`config.mk`:
```
export PLATFORM = sky130hd
export DESIGN_NAME = ps2_set2_key_prefix_decoder_flat
export DESIGN_NICKNAME = d
export VERILOG_FILES = /design/src/rtl/core/ps2kd_pkg.sv /design/src/rtl/core/ps2kd_if.sv /design/src/rtl/core/ps2kd_decode.sv /design/src/rtl/core/ps2_set2_key_prefix_decoder.sv /design/src/flat_wrapper.sv
export SDC_FILE = /design/constraint.sdc
export NUM_CORES = 1
export LEC_CHECK = 0
export ABC_AREA = 1
export BUFFER_PORTS_ARGS = -buffer_cell sky130_fd_sc_hd__buf_2
export CORE_MARGIN = 2
export CORE_UTILIZATION = 63
export CTS_BUF_LIST = sky130_fd_sc_hd__clkbuf_16
export DETAILED_ROUTE_END_ITERATION = 6
export GPL_TIMING_DRIVEN = 0
export PLACE_DENSITY_LB_ADDON = 0.15
export SYNTH_ARGS = -nofsm -noshare
export SYNTH_HDL_FRONTEND = slang
export SYNTH_SLANG_ARGS = --single-unit
```
`constraint.sdc`:
```
create_clock -name clk -period 3.17 [get_ports clk]
set_input_delay 0.1585 -clock clk [delete_from_list [all_inputs] [get_ports clk]]
set_output_delay 0.1585 -clock clk [all_outputs]
set_load 0.01 [all_outputs]
```
`src/rtl/core/ps2kd_pkg.sv`:
```
// Package for the PS/2 set 2 key decoder: types, byte codes and modifier lookup.
`default_nettype none
package ps2kd_pkg;

  // Scan code bytes
  localparam logic [7:0] CODE_E0    = 8'hE0;
  localparam logic [7:0] CODE_F0    = 8'hF0;
  localparam logic [7:0] CODE_E1    = 8'hE1;
  localparam logic [7:0] CODE_F7    = 8'h83;
  localparam logic [7:0] CODE_7E    = 8'h7E;
  localparam logic [7:0] CODE_77    = 8'h77;
  localparam logic [7:0] CODE_14    = 8'h14;
  localparam logic [7:0] CODE_12    = 8'h12;
  localparam logic [7:0] CODE_11    = 8'h11;
  localparam logic [7:0] CODE_59    = 8'h59;
  localparam logic [7:0] CODE_1F    = 8'h1F;
  localparam logic [7:0] CODE_27    = 8'h27;

  // Direct HID usages
  localparam logic [7:0] USAGE_F7    = 8'h40;
  localparam logic [7:0] USAGE_PAUSE = 8'h48;

  typedef enum logic [3:0] {
    PH_IDLE = 4'd0,
    PH_F0   = 4'd1,
    PH_E0   = 4'd2,
    PH_E0F0 = 4'd3,
    PH_P1   = 4'd4,
    PH_P2   = 4'd5,
    PH_P3   = 4'd6,
    PH_P4   = 4'd7,
    PH_P5   = 4'd8,
    PH_P6   = 4'd9,
    PH_P7   = 4'd10,
    PH_C1   = 4'd11,
    PH_C2   = 4'd12,
    PH_C3   = 4'd13
  } phase_t;

  typedef struct packed {
    logic       new_key;
    logic [7:0] key_code;
    logic       key_extended;
    logic       key_direct;
    logic [7:0] modifier_mask;
  } result_t;

  // HID modifier bit for a set 2 code, plain or after E0
  function automatic logic [7:0] mod_bit_of(input logic [7:0] code, input logic ext);
    logic [7:0] bits;
    bits = 8'h00;
    if (!ext) begin
      case (code)
        CODE_14: bits = 8'h01;
        CODE_12: bits = 8'h02;
        CODE_11: bits = 8'h04;
        CODE_59: bits = 8'h20;
        default: bits = 8'h00;
      endcase
    end else begin
      case (code)
        CODE_1F: bits = 8'h08;
        CODE_14: bits = 8'h10;
        CODE_11: bits = 8'h40;
        CODE_27: bits = 8'h80;
        default: bits = 8'h00;
      endcase
    end
    return bits;
  endfunction

endpackage
`default_nettype wire

```
`src/rtl/core/ps2kd_if.sv`:
```
// Valid/ready channel interfaces for scan bytes and decoded key beats.
`default_nettype none
interface ps2kd_in_if;
  logic       valid;
  logic       ready;
  logic [7:0] scan_byte;

  modport source (output valid, output scan_byte, input ready);
  modport sink (input valid, input scan_byte, output ready);
endinterface

interface ps2kd_out_if;
  logic       valid;
  logic       ready;
  logic       new_key;
  logic [7:0] key_code;
  logic       key_extended;
  logic       key_direct;
  logic [7:0] modifier_mask;

  modport source (output valid, output new_key, output key_code, output key_extended,
                  output key_direct, output modifier_mask, input ready);
  modport sink (input valid, input new_key, input key_code, input key_extended,
                input key_direct, input modifier_mask, output ready);
endinterface
`default_nettype wire

```
`src/rtl/core/ps2kd_decode.sv`:
```
// Prefix/sequence state machine with held key and modifier state.
`default_nettype none
module ps2kd_decode
  import ps2kd_pkg::*;
(
  input  wire logic       clk,
  input  wire logic       rst_n,
  input  wire logic       step,
  input  wire logic [7:0] scan_byte,
  output result_t         res
);

  phase_t     phase_r, phase_nxt;
  logic [7:0] key_r, key_nxt;
  logic       ext_r, ext_nxt;
  logic       dir_r, dir_nxt;
  logic [7:0] mod_r, mod_nxt;
  logic       new_key;

  always_ff @(posedge clk) begin
    if (!rst_n) begin
      phase_r <= PH_IDLE;
      key_r   <= 8'h00;
      ext_r   <= 1'b0;
      dir_r   <= 1'b0;
      mod_r   <= 8'h00;
    end else if (step) begin
      phase_r <= phase_nxt;
      key_r   <= key_nxt;
      ext_r   <= ext_nxt;
      dir_r   <= dir_nxt;
      mod_r   <= mod_nxt;
    end
  end

  always_comb begin
    phase_nxt = PH_IDLE;
    key_nxt   = key_r;
    ext_nxt   = ext_r;
    dir_nxt   = dir_r;
    mod_nxt   = mod_r;
    new_key   = 1'b0;
    case (phase_r)
      PH_IDLE: begin
        if (scan_byte == CODE_E0) begin
          phase_nxt = PH_E0;
        end else if (scan_byte == CODE_F0) begin
          phase_nxt = PH_F0;
        end else if (scan_byte == CODE_E1) begin
          phase_nxt = PH_P1;
        end else if (scan_byte == CODE_F7) begin
          key_nxt = USAGE_F7;
          ext_nxt = 1'b0;
          dir_nxt = 1'b1;
          new_key = 1'b1;
        end else begin
          key_nxt = scan_byte;
          ext_nxt = 1'b0;
          dir_nxt = 1'b0;
          mod_nxt = mod_r | mod_bit_of(scan_byte, 1'b0);
          new_key = 1'b1;
        end
      end
      PH_E0: begin
        if (scan_byte == CODE_12 || scan_byte == CODE_59) begin
          phase_nxt = PH_IDLE;  // fake shift
        end else if (scan_byte == CODE_7E) begin
          phase_nxt = PH_C1;
        end else if (scan_byte == CODE_F0) begin
          phase_nxt = PH_E0F0;
        end else begin
          key_nxt = scan_byte;
          ext_nxt = 1'b1;
          dir_nxt = 1'b0;
          mod_nxt = mod_r | mod_bit_of(scan_byte, 1'b1);
          new_key = 1'b1;
        end
      end
      PH_F0: begin
        key_nxt = 8'h00;
        ext_nxt = 1'b0;
        dir_nxt = 1'b0;
        mod_nxt = mod_r & ~mod_bit_of(scan_byte, 1'b0);
      end
      PH_E0F0: begin
        if (scan_byte != CODE_12 && scan_byte != CODE_59) begin
          key_nxt = 8'h00;
          ext_nxt = 1'b0;
          dir_nxt = 1'b0;
          mod_nxt = mod_r & ~mod_bit_of(scan_byte, 1'b1);
        end
      end
      PH_P1: phase_nxt = (scan_byte == CODE_14) ? PH_P2 : PH_IDLE;
      PH_P2: phase_nxt = (scan_byte == CODE_77) ? PH_P3 : PH_IDLE;
      PH_P3: phase_nxt = (scan_byte == CODE_E1) ? PH_P4 : PH_IDLE;
      PH_P4: phase_nxt = (scan_byte == CODE_F0) ? PH_P5 : PH_IDLE;
      PH_P5: phase_nxt = (scan_byte == CODE_14) ? PH_P6 : PH_IDLE;
      PH_P6: phase_nxt = (scan_byte == CODE_F0) ? PH_P7 : PH_IDLE;
      PH_P7: begin
        if (scan_byte == CODE_77) begin
          key_nxt = USAGE_PAUSE;
          ext_nxt = 1'b0;
          dir_nxt = 1'b1;
          new_key = 1'b1;
        end
      end
      PH_C1: phase_nxt = (scan_byte == CODE_E0) ? PH_C2 : PH_IDLE;
      PH_C2: phase_nxt = (scan_byte == CODE_F0) ? PH_C3 : PH_IDLE;
      PH_C3: begin
        if (scan_byte == CODE_7E) begin
          key_nxt = USAGE_PAUSE;
          ext_nxt = 1'b0;
          dir_nxt = 1'b1;
          new_key = 1'b1;
        end
      end
      default: phase_nxt = PH_IDLE;
    endcase
  end

  assign res.new_key       = new_key;
  assign res.key_code      = key_nxt;
  assign res.key_extended  = ext_nxt;
  assign res.key_direct    = dir_nxt;
  assign res.modifier_mask = mod_nxt;

endmodule
`default_nettype wire

```
`src/rtl/core/ps2_set2_key_prefix_decoder.sv`:
```
// Top level of the PS/2 scan code set 2 key and prefix decoder.
//
// Channels: in_ch carries one set 2 scan byte per beat; out_ch carries one
// result beat per input beat (new_key, held key code with its extended and
// direct flags, and the HID modifier byte as it stands after that byte).
// Both channels use valid/ready; a beat moves when both are high.
//
// Pipeline: input register -> decode logic -> result register. A byte
// accepted into the input register is decoded and loaded into the result
// register once the result slot is free; out_ch.valid is driven from there.
// Throughput is one byte per cycle while the sink keeps out_ch.ready high, set
// by the decode step that updates the phase, held key and modifier state.
//
// Stall: when the sink holds out_ch.ready low, the result register holds its
// beat and the input register keeps one further byte; in_ch.ready then drops
// until the result is taken. Nothing is dropped or repeated.
//
// Reset (rst_n low, synchronous): both registers empty, phase idle, held
// key and modifier byte cleared.
`default_nettype none
module ps2_set2_key_prefix_decoder
  import ps2kd_pkg::*;
(
  input  wire logic     clk,
  input  wire logic     rst_n,
  ps2kd_in_if.sink      in_ch,
  ps2kd_out_if.source   out_ch
);

  logic       in_valid_r;
  logic [7:0] in_byte_r;
  logic       out_valid_r;
  result_t    out_res_r;
  result_t    dec_res;
  logic       advance;

  // decode fires when a byte is waiting and the result slot is free
  assign advance     = in_valid_r && (!out_valid_r || out_ch.ready);
  assign in_ch.ready = !in_valid_r || advance;

  always_ff @(posedge clk) begin
    if (!rst_n) begin
      in_valid_r <= 1'b0;
    end else if (in_ch.ready) begin
      in_valid_r <= in_ch.valid;
    end
  end

  always_ff @(posedge clk) begin
    if (in_ch.ready && in_ch.valid) begin
      in_byte_r <= in_ch.scan_byte;
    end
  end

  always_ff @(posedge clk) begin
    if (!rst_n) begin
      out_valid_r <= 1'b0;
    end else if (advance) begin
      out_valid_r <= 1'b1;
    end else if (out_ch.ready) begin
      out_valid_r <= 1'b0;
    end
  end

  always_ff @(posedge clk) begin
    if (advance) begin
      out_res_r <= dec_res;
    end
  end

  ps2kd_decode u_decode (
    .clk       (clk),
    .rst_n     (rst_n),
    .step      (advance),
    .scan_byte (in_byte_r),
    .res       (dec_res)
  );

  assign out_ch.valid         = out_valid_r;
  assign out_ch.new_key       = out_res_r.new_key;
  assign out_ch.key_code      = out_res_r.key_code;
  assign out_ch.key_extended  = out_res_r.key_extended;
  assign out_ch.key_direct    = out_res_r.key_direct;
  assign out_ch.modifier_mask = out_res_r.modifier_mask;

endmodule
`default_nettype wire
```
`src/flat_wrapper.sv`:
```
// flat-port wrapper written by rule: the top's interface ports become plain ports
module ps2_set2_key_prefix_decoder_flat import ps2kd_pkg::*;
  (clk, rst_n, in_ch_valid, in_ch_scan_byte, in_ch_ready, out_ch_valid, out_ch_new_key, out_ch_key_code, out_ch_key_extended, out_ch_key_direct, out_ch_modifier_mask, out_ch_ready);
  ps2kd_in_if in_ch_i ();
  ps2kd_out_if out_ch_i ();
  input  wire logic clk;
  input  wire logic rst_n;
  input wire logic [$bits(in_ch_i.valid)-1:0] in_ch_valid;
  input wire logic [$bits(in_ch_i.scan_byte)-1:0] in_ch_scan_byte;
  output wire logic [$bits(in_ch_i.ready)-1:0] in_ch_ready;
  output wire logic [$bits(out_ch_i.valid)-1:0] out_ch_valid;
  output wire logic [$bits(out_ch_i.new_key)-1:0] out_ch_new_key;
  output wire logic [$bits(out_ch_i.key_code)-1:0] out_ch_key_code;
  output wire logic [$bits(out_ch_i.key_extended)-1:0] out_ch_key_extended;
  output wire logic [$bits(out_ch_i.key_direct)-1:0] out_ch_key_direct;
  output wire logic [$bits(out_ch_i.modifier_mask)-1:0] out_ch_modifier_mask;
  input wire logic [$bits(out_ch_i.ready)-1:0] out_ch_ready;
  assign in_ch_i.valid = in_ch_valid;
  assign in_ch_i.scan_byte = in_ch_scan_byte;
  assign in_ch_ready = in_ch_i.ready;
  assign out_ch_valid = out_ch_i.valid;
  assign out_ch_new_key = out_ch_i.new_key;
  assign out_ch_key_code = out_ch_i.key_code;
  assign out_ch_key_extended = out_ch_i.key_extended;
  assign out_ch_key_direct = out_ch_i.key_direct;
  assign out_ch_modifier_mask = out_ch_i.modifier_mask;
  assign out_ch_i.ready = out_ch_ready;
  ps2_set2_key_prefix_decoder u_core (.clk(clk), .rst_n(rst_n), .in_ch(in_ch_i), .out_ch(out_ch_i));
endmodule
```
==> metrics.yaml <==
p_sw_w: 0.000342
final_common_cell: "nand2_1"
ctsHoldBuffers: 0
crit_fanout: 6
crit_required_ns: 3.36
portBuffers: 32
synthToLayoutAreaGrowth_pct: 12.1
grt_pass1_vias: 2436
timing.hold.ws_ns: 0.0457
synth-async-reset-ratio_pct: 0
min_period_ns: 2.07
cts.path.max_buffers: 2
final_nets: 456
core_sq_um: 4660
initial_utilization_pct: 64.7
comb_power_share_pct: 10.6
syn_area_sq_um: 3010
wire_per_inst_microns: 14.9
start_kind: "flip-flop"
cts_made_buffers: 5
p_int_w: 0.00107
max_cap_viol_count: 0
drc: 0
first_iter_violations: 208
ios: 33
dp.final_hpwl_microns: 5720
grt_max_degree: 29
cts_tree: "built"
synth.yosys.seq_area_share_pct: 42.8
critPathArrivalTime_ns: 2.26
setup_viol: 0
grt_pass1_wl_microns: 11800
drive_gt1_share_pct: 22.5
hp-class: "in -> reg"
antenna_found_initial: 0
relSlewSlack_pct: 58.3
fmax_ghz: 0.484
die_w_microns: 73.2
vdd_drop_max_uv: 288
synth_cells: 405
power_density_nw_per_um2: 418
num_vias: 2752
hold_viol_final: 0
drt_first_pass_iters: 5
seqPwrFrac_pct: 53.8
ys_types: 30
layout_common_cells: "nand2_1 (89), nor2_1 (50), inv_1 (45), buf_2 (33), nand3_1 (31)"
p_sw_share_pct: 24.2
die_h_microns: 73.2
cts-resized-gates: 0
cts.sinks: 51
critPathKind: "reg -> reg"
end_kind: "flip-flop"
clockRootBuffer: "clkbuf_16"
synth-edff-count: 27
syn-num-nets: 417
clock_power_share_pct: 35.6
clkLatencyLatePin_ns: 0.29
worst_pin_slew_ns: 0.625
rsz0062_at_grt: "no"
p_total_w: 0.00141
clk_pin_slew_worst_paths_ns: 0.07
dpl.cell_count: 491
grt_usage_pct: 29.4
postCtsSetupBuffers: 0
syn_avg_cell_area_sq_um: 7.44
row_count: 25
final_antenna_net_count: 0
grt_overflow_total: 0
avgViaCountPerCell: 5.52
antennaDiodeCount: 0
status: "completed"
dieArea_sq_um: 5350
routed_wl_microns: 7430
htreeDepth: 2
finClkSkew_ns: 0.00699
ys_seq_elements: 51
maxSlewViolCount: 0
synth-main-ff-cell: "edfxtp_1"
leakage_nw: 1.54
fin_cells: 499
yosys_warnings: 0
gp_congestion: 0.959
fin_crit_sh_pct: 65.2
fin_setup_tns_ns: 0
-- final cells by class --
cell class | count | area [sq um]
sequential | 51 | 1290
tap | 54 | 67.6
fill | 399 | 1280
clock buffer | 5 | 125
multi-input combinational | 284 | 1450
inverter | 61 | 229
buffer | 9 | 42.5
timing repair buffer | 32 | 160
clock inverter | 3 | 12.5
-- state kept, by name (all words and copies together) (netlist names) --
| register | flops |
|---|---|
| u_core.u_decode.ext_r | 1 |
| u_core.u_decode.key_r | 8 |
| u_core.u_decode.phase_r | 4 |
| u_core.u_decode.mod_r | 8 |
| u_core.out_ch.key_direct | 1 |
| u_core.out_ch.key_extended | 1 |
| u_core.out_ch.key_code | 8 |
| u_core.in_byte_r | 8 |
| u_core.u_decode.dir_r | 1 |
| u_core.in_valid_r | 1 |
| u_core.out_ch.new_key | 1 |
| u_core.out_ch.valid | 1 |
| u_core.out_ch.modifier_mask | 8 |
-- metal layers --
layer,part of all wire [%],wire [microns],vias up,GRT usage (%)
met5,0,0,-,0
met4,3.5,261,0,13.8
met3,6.2,464,24,4.42
met2,46,3400,107,46.7
met1,44,3300,1226,39.3
li1,-,-,1395,-
-- power by group through the flow --
stage                     Clock, W  Sequential, W  Combinational [W]
final                     0.000503       0.000759           0.000150
after global routing      0.000535       0.000762           0.000170
after CTS                 0.000505       0.000759           0.000149
after detailed placement         0       0.000773           0.000149
after global placement           0       0.000771           0.000144
after floorplan                  0       0.000773          0.0000983
-- synth_stat cells, types with 3 or more instances --
| library cell | count | area, sq um |
|---|---|---|
| nor3_1 | 9 | 45.0 |
| nand2_1 | 89 | 334 |
| nor2_2 | 5 | 31.3 |
| nand4_1 | 11 | 68.8 |
| nor2_1 | 50 | 188 |
| nand3_2 | 3 | 30.0 |
| o21ai_0 | 15 | 75.1 |
| a21oi_2 | 3 | 26.3 |
| inv_2 | 16 | 60.1 |
| inv_1 | 44 | 165 |
| dfxtp_1 | 24 | 480 |
| o21ai_1 | 14 | 70.1 |
| a21oi_1 | 18 | 90.1 |
| nor2_4 | 9 | 101 |
| nand2_2 | 12 | 75.1 |
| nand3_1 | 31 | 155 |
| o21ai_2 | 6 | 52.6 |
| clkbuf_1 | 6 | 22.5 |
| edfxtp_1 | 27 | 811 |
-- path summary, 6_finish.rpt --
path | from | end | slack (ns) | depth (start not counted)
max | u_core.in_byte_r[1]$_DFFE_PP_ | u_core.u_decode.key_r[0]$_SDFFE_PN0P_ | 1.10 | 10
min | in_ch_scan_byte[0] | u_core.in_byte_r[0]$_DFFE_PP_ | 0.05 | 1
max reg2reg | u_core.in_byte_r[1]$_DFFE_PP_ | u_core.u_decode.key_r[0]$_SDFFE_PN0P_ | 1.10 | 10
min reg2reg | u_core.u_decode.phase_r[3]$_SDFFE_PN0P_ | u_core.u_decode.phase_r[3]$_SDFFE_PN0P_ | 0.51 | 2
-- kinds of logic (layout without fill, tap and decap cells) --
kind of cell           after synthesis  after routing  share of synthesized area, %
AOI/OAI and AO/OA                   61             61                          12.0
buffers and inverters               70            110                          9.01
DFF                                 51             51                          42.8
and+or+nand+nor                    223            223                          36.2
-- critical path, cell delays in order (launching register included) --
cell and delay [ns]:
edfxtp_1 0.51, inv_2 0.12, nand2_1 0.09, nor2_1 0.30, nand2_1 0.23, nand4_2 0.27, nand2_1 0.11, nand3_1 0.13
nand3_1 0.10, nand2_1 0.09, inv_1 0.04
-- stage by stage --
| stage | area [sq um] | setup WS (ns) | utilization [%] |
|---|---|---|---|
| global placement | 3240 | 1.19 | 69.6 |
| detailed placement | 3240 | 1.15 | 69.6 |
| global route | 3380 | 0.990 | 72.5 |
| CTS | 3380 | 1.14 | 72.5 |
| floorplan | 3010 | 1.56 | - |
| finish | 3380 | 1.10 | 72.5 |
Note: power is estimated with default switching activity, not from simulation.
